--- config.mk ---
export PLATFORM = sky130hd
export DESIGN_NAME = gns_ram
export DESIGN_NICKNAME = d
export VERILOG_FILES = /design/src/hdl/gns_ram.sv
export SDC_FILE = /design/constraint.sdc
export NUM_CORES = 1
export LEC_CHECK = 0
export BUFFER_PORTS_ARGS = -buffer_cell sky130_fd_sc_hd__buf_2
export CORE_MARGIN = 2
export CORE_UTILIZATION = 54
export CTS_CLUSTER_DIAMETER = 40
export DETAILED_ROUTE_END_ITERATION = 8
export GPL_TIMING_DRIVEN = 0
export PLACE_DENSITY = 0.74
export SLEW_MARGIN = 10
export SYNTH_ARGS = -nofsm -noshare
export SYNTH_HDL_FRONTEND = slang
export SYNTH_SLANG_ARGS = --single-unit
--- constraint.sdc ---
create_clock -name clock -period 1.6 [get_ports clock]
set_input_delay 0.24 -clock clock [delete_from_list [all_inputs] [get_ports clock]]
set_output_delay 0.24 -clock clock [all_outputs]
set_load 0.05 [all_outputs]
--- src/hdl/gns_ram.sv ---
// Generic single-port RAM with registered read.
// No dependencies.
module gns_ram #(
   parameter int unsigned WIDTH = 8,
   parameter int unsigned DEPTH = 16
) (
   input  logic                     clock,
   input  logic                     wr_en,
   input  logic [$clog2(DEPTH)-1:0] addr,
   input  logic [WIDTH-1:0]         wr_data,
   output logic [WIDTH-1:0]         rd_data
);
   logic [WIDTH-1:0] mem [DEPTH];
   always_ff @(posedge clock) begin
      if (wr_en) mem[addr] <= wr_data;
      rd_data <= mem[addr];
   end
endmodule

## Word-level counts from Yosys, hierarchy flattened

Memories as Yosys holds them, arrays and structs flattened. A register that Yosys moved wholly into a read port is not among the register bits.
Index checks and enable logic that the tools add are counted.

- Flip-flop bits (word level): 0
- Bits in writable memories: 128
- Input bits: 14
- Word-level logic and storage cells: 3
- Memories: 1

- Multiplexer cells: 2

Memory list:

| name | depth | bits a word | rd ports | clocked after Yosys merged registers in | wr ports | line | RTL |
|---|---|---|---|---|---|---|---|
| mem | 16 | 8 | 1 | 1 | 1 | 13 | `logic [WIDTH-1:0] mem [DEPTH];` |

Operator list:

| kind | number |
|---|---|
| 2-to-1 mux 1 bit | 2 |

## Longest topological paths before layout

- Word-level depth: 2
- Gate-level depth with buffers: 5
- Depth with buffers taken out: 3

## Worst setup path before layout

OpenSTA, ideal clock, no wires.

- Path kind: in2reg
- Start: input addr[2]
- End: memory mem[0][0], enable pin
- Library setup time: 0.383 ns
- Arrival: 1.350 ns
- Required time: 1.217 ns
- Slack: -0.133 ns
- Stages: 2
- Buffers on the path: 0
- Cells stage by stage: or3b_2 > nor3_1

RTL lines:

| what | line | RTL |
|---|---|---|
| start, declared | 9 | `input logic [$clog2(DEPTH)-1:0] addr,` |
| end, declared | 13 |  |

Straight into the memory's write port.

## Worst setup path in the final report

- Start: input addr[1]
- End: memory mem[12][3], enable pin

Straight into the memory's write port.

==> qor.yml <==
die_w_um: 101
grt_pass1_wl_mm: 14.6
clock_power_share: 0.471
syn_nets: 244
rrSetupSlack_ns: 0.15
synth_edf_count: 128
setup_viol: 0
timing.final.crit_share: 0.981
min_period_ns: 1.57
slowest_stage: "nor3_1"
grt_max_degree: 17
ys_ff_latch: 136
drive_gt1_frac: 0.354
drt-initial-drc-count: 176
clkLatencyLatePin_ns: 0.52
die-area_um2: 10200
routed_wl_mm: 9.70
via_per_inst: 6.02
p_sw_mw: 1.71
rr_worst_depth: 3
initial_core_util: 0.554
grt_usage: 0.214
rsz0062_at_grt: "true"
grt_pass1_vias: 2397
ys_warn_count: 0
intPower_mw: 6.73
hold_violations: 0
ant_nets: 0
finalMaxSlewViolations: 0
syn-cell-area_um2: 5070
end_kind: "flop"
ctsHtreeMaxLevel: 4
maxSlewHeadroom: 0.221
antennaDiodeCount: 0
ir_worst_vdd_uv: 607
maxCapViolations: 0
total_power_mw: 8.44
dp.cells: 360
fin_skew_ns: 0.00793
synth_cell_types: 18
drc: 0
finalInstanceArea_um2: 5950
endpoint: "mem[12][3]"
overflow: 0
port_buffers: 19
power.density_nw_per_um2: 1420
async_reset_ff_frac: 0
cp.arrival_ns: 1.70
die_h_um: 101
ys_seq_area_frac: 0.790
swShare: 0.202
dp_hpwl_mm: 5.93
final_cells: 391
required_ns: 1.73
syn_to_final_growth_pct: 17.4
synth_common_cells: "edfxtp_1 (128), mux4_2 (32), a22oi_1 (16)"
fillers: 551
critPathLaunchType: "primary input"
fin_nets: 282
setup.worst_path.start: "addr[1]"
gp_congestion: 0.787
dp_slack_ns: -0.714
cts_root_buf: "clkbuf_8"
holdBufCountCts: 0
post-route-util: 0.650
synthMostInstantiatedCell: "edfxtp_1"
p_seq_frac: 0.475
drtPass1Iterations: 5
fin_ws_ns: 0.0311
synth_top_area_share: 0.759
clk_pin_slew_ns: 0.06
avgSynthCellArea_um2: 22.0
p_comb_frac: 0.054
vias: 2353
cts_setup_buffers: 0
cpPeakStageDelay_ns: 0.98
synthFlopType: "edfxtp_1"
postSynthCellCount: 230
p_leak_nw: 1.94
synthTopCellsByArea: "edfxtp_1 (76%), mux4_2 (14%), dfxtp_1 (3.2%), a22oi_1 (2.4%), nor2_1 (0.96%)"
hold_slack_ns: 0.133
fin_tns_setup_ns: 0
crit_chain: "buf_2, clkbuf_2, nor3_1"
wl_per_cell_um: 24.8
place_area_um2: 5310
clock_path_buffers: 2
antenna_found_initial: 0
fmax_mhz: 637
core_um2: 9150
outcome: "completed"
clock_sinks: 136
path_class: "primary input to flop"
r2r_start: "mem[11][4]"
cts_buffers: 17
num_rows: 35
critPathMaxFanout: 10
hold_path_class: "primary input to flop"
ios: 22
timing.rr.end: "rd_data[4]"
worst_pin_slew_ns: 1.16
synth_largest_area_cell: "edfxtp_1"
cts_tree: "built"
[layout make-up]
| class | instances | area [µm²] | area share |
|---|---|---|---|
| clock inverters | 12 | 175 | 0.0294 |
| well taps | 111 | 139 | 0.0233 |
| flip-flops and latches | 136 | 4000 | 0.673 |
| multi-input cells | 83 | 1030 | 0.174 |
| plain buffers | 11 | 61.3 | 0.0103 |
| repair buffers | 19 | 95.1 | 0.0160 |
| clock buffers | 19 | 442 | 0.0742 |
[power groups by stage]
stage	clock network (mW)	registers (mW)	logic, mW
after global placement	0	4.07	0.442
after detailed placement	0	4.08	0.451
after global routing	4.19	4.01	0.488
after floorplan	0	4.16	0.206
after CTS	4.03	4.01	0.458
final	3.98	4.01	0.457
[routing by layer]
layer  wire (µm)  vias up  GRT usage  part of all wire
li1            -     1034          -                 -
met1        3890     1210      0.297              0.40
met2        4960       96      0.326              0.51
met3         675       13     0.0624             0.070
met4         166        0     0.0832             0.017
met5           0        -          0                 0
[sequential cells by signal, summed over array words and instances, names as in the netlist]
| name | count |
|---|---|
| mem | 128 |
| rd_data | 8 |
[cells in the final DEF, fill, tap and decap left out, drive strengths merged, types with 2 or more instances in the layout]
master	instances
clkbuf	23
edfxtp	128
clkinvlp	3
nand3b	2
a22oi	16
mux4	32
dfxtp	8
nor3	4
nand2b	2
buf	26
nand2	9
bufinv	4
nor2b	2
nor2	13
clkinv	5
[kinds of logic after synthesis]
logic type | after synthesis | synth area share
DFF | 136 | 0.790
and+or+nand+nor | 35 | 0.0321
muxes | 32 | 0.142
AOI/OAI and AO/OA | 16 | 0.0237
buffers and inverters | 11 | 0.0119
[timing repair]
| action | in CTS | in global routing |
|---|---|---|
| hold endpoints to repair | 0 | 0 |
| resized for setup | 3 | 5 |
| setup endpoints to repair | 80 | 112 |
[worst min-delay path by stage]
stage,start,to,slack (ns),cells past startpoint
floorplan,wr_data[0],mem[0][0],0.34,0
CTS,wr_data[7],mem[5][7],0.11,1
global route,wr_data[1],mem[8][1],0.12,1
detailed placement,wr_data[7],mem[13][7],0.66,1
finish,wr_data[7],mem[5][7],0.13,1
global placement,wr_data[7],mem[14][7],0.64,1
[worst max-delay path, delay by kind of cell]
kind | cells | cell delay (ns)
and+or+nand+nor | 1 | 0.98
buffers and inverters | 2 | 0.47
Note: power is estimated with default switching activity, not from simulation.
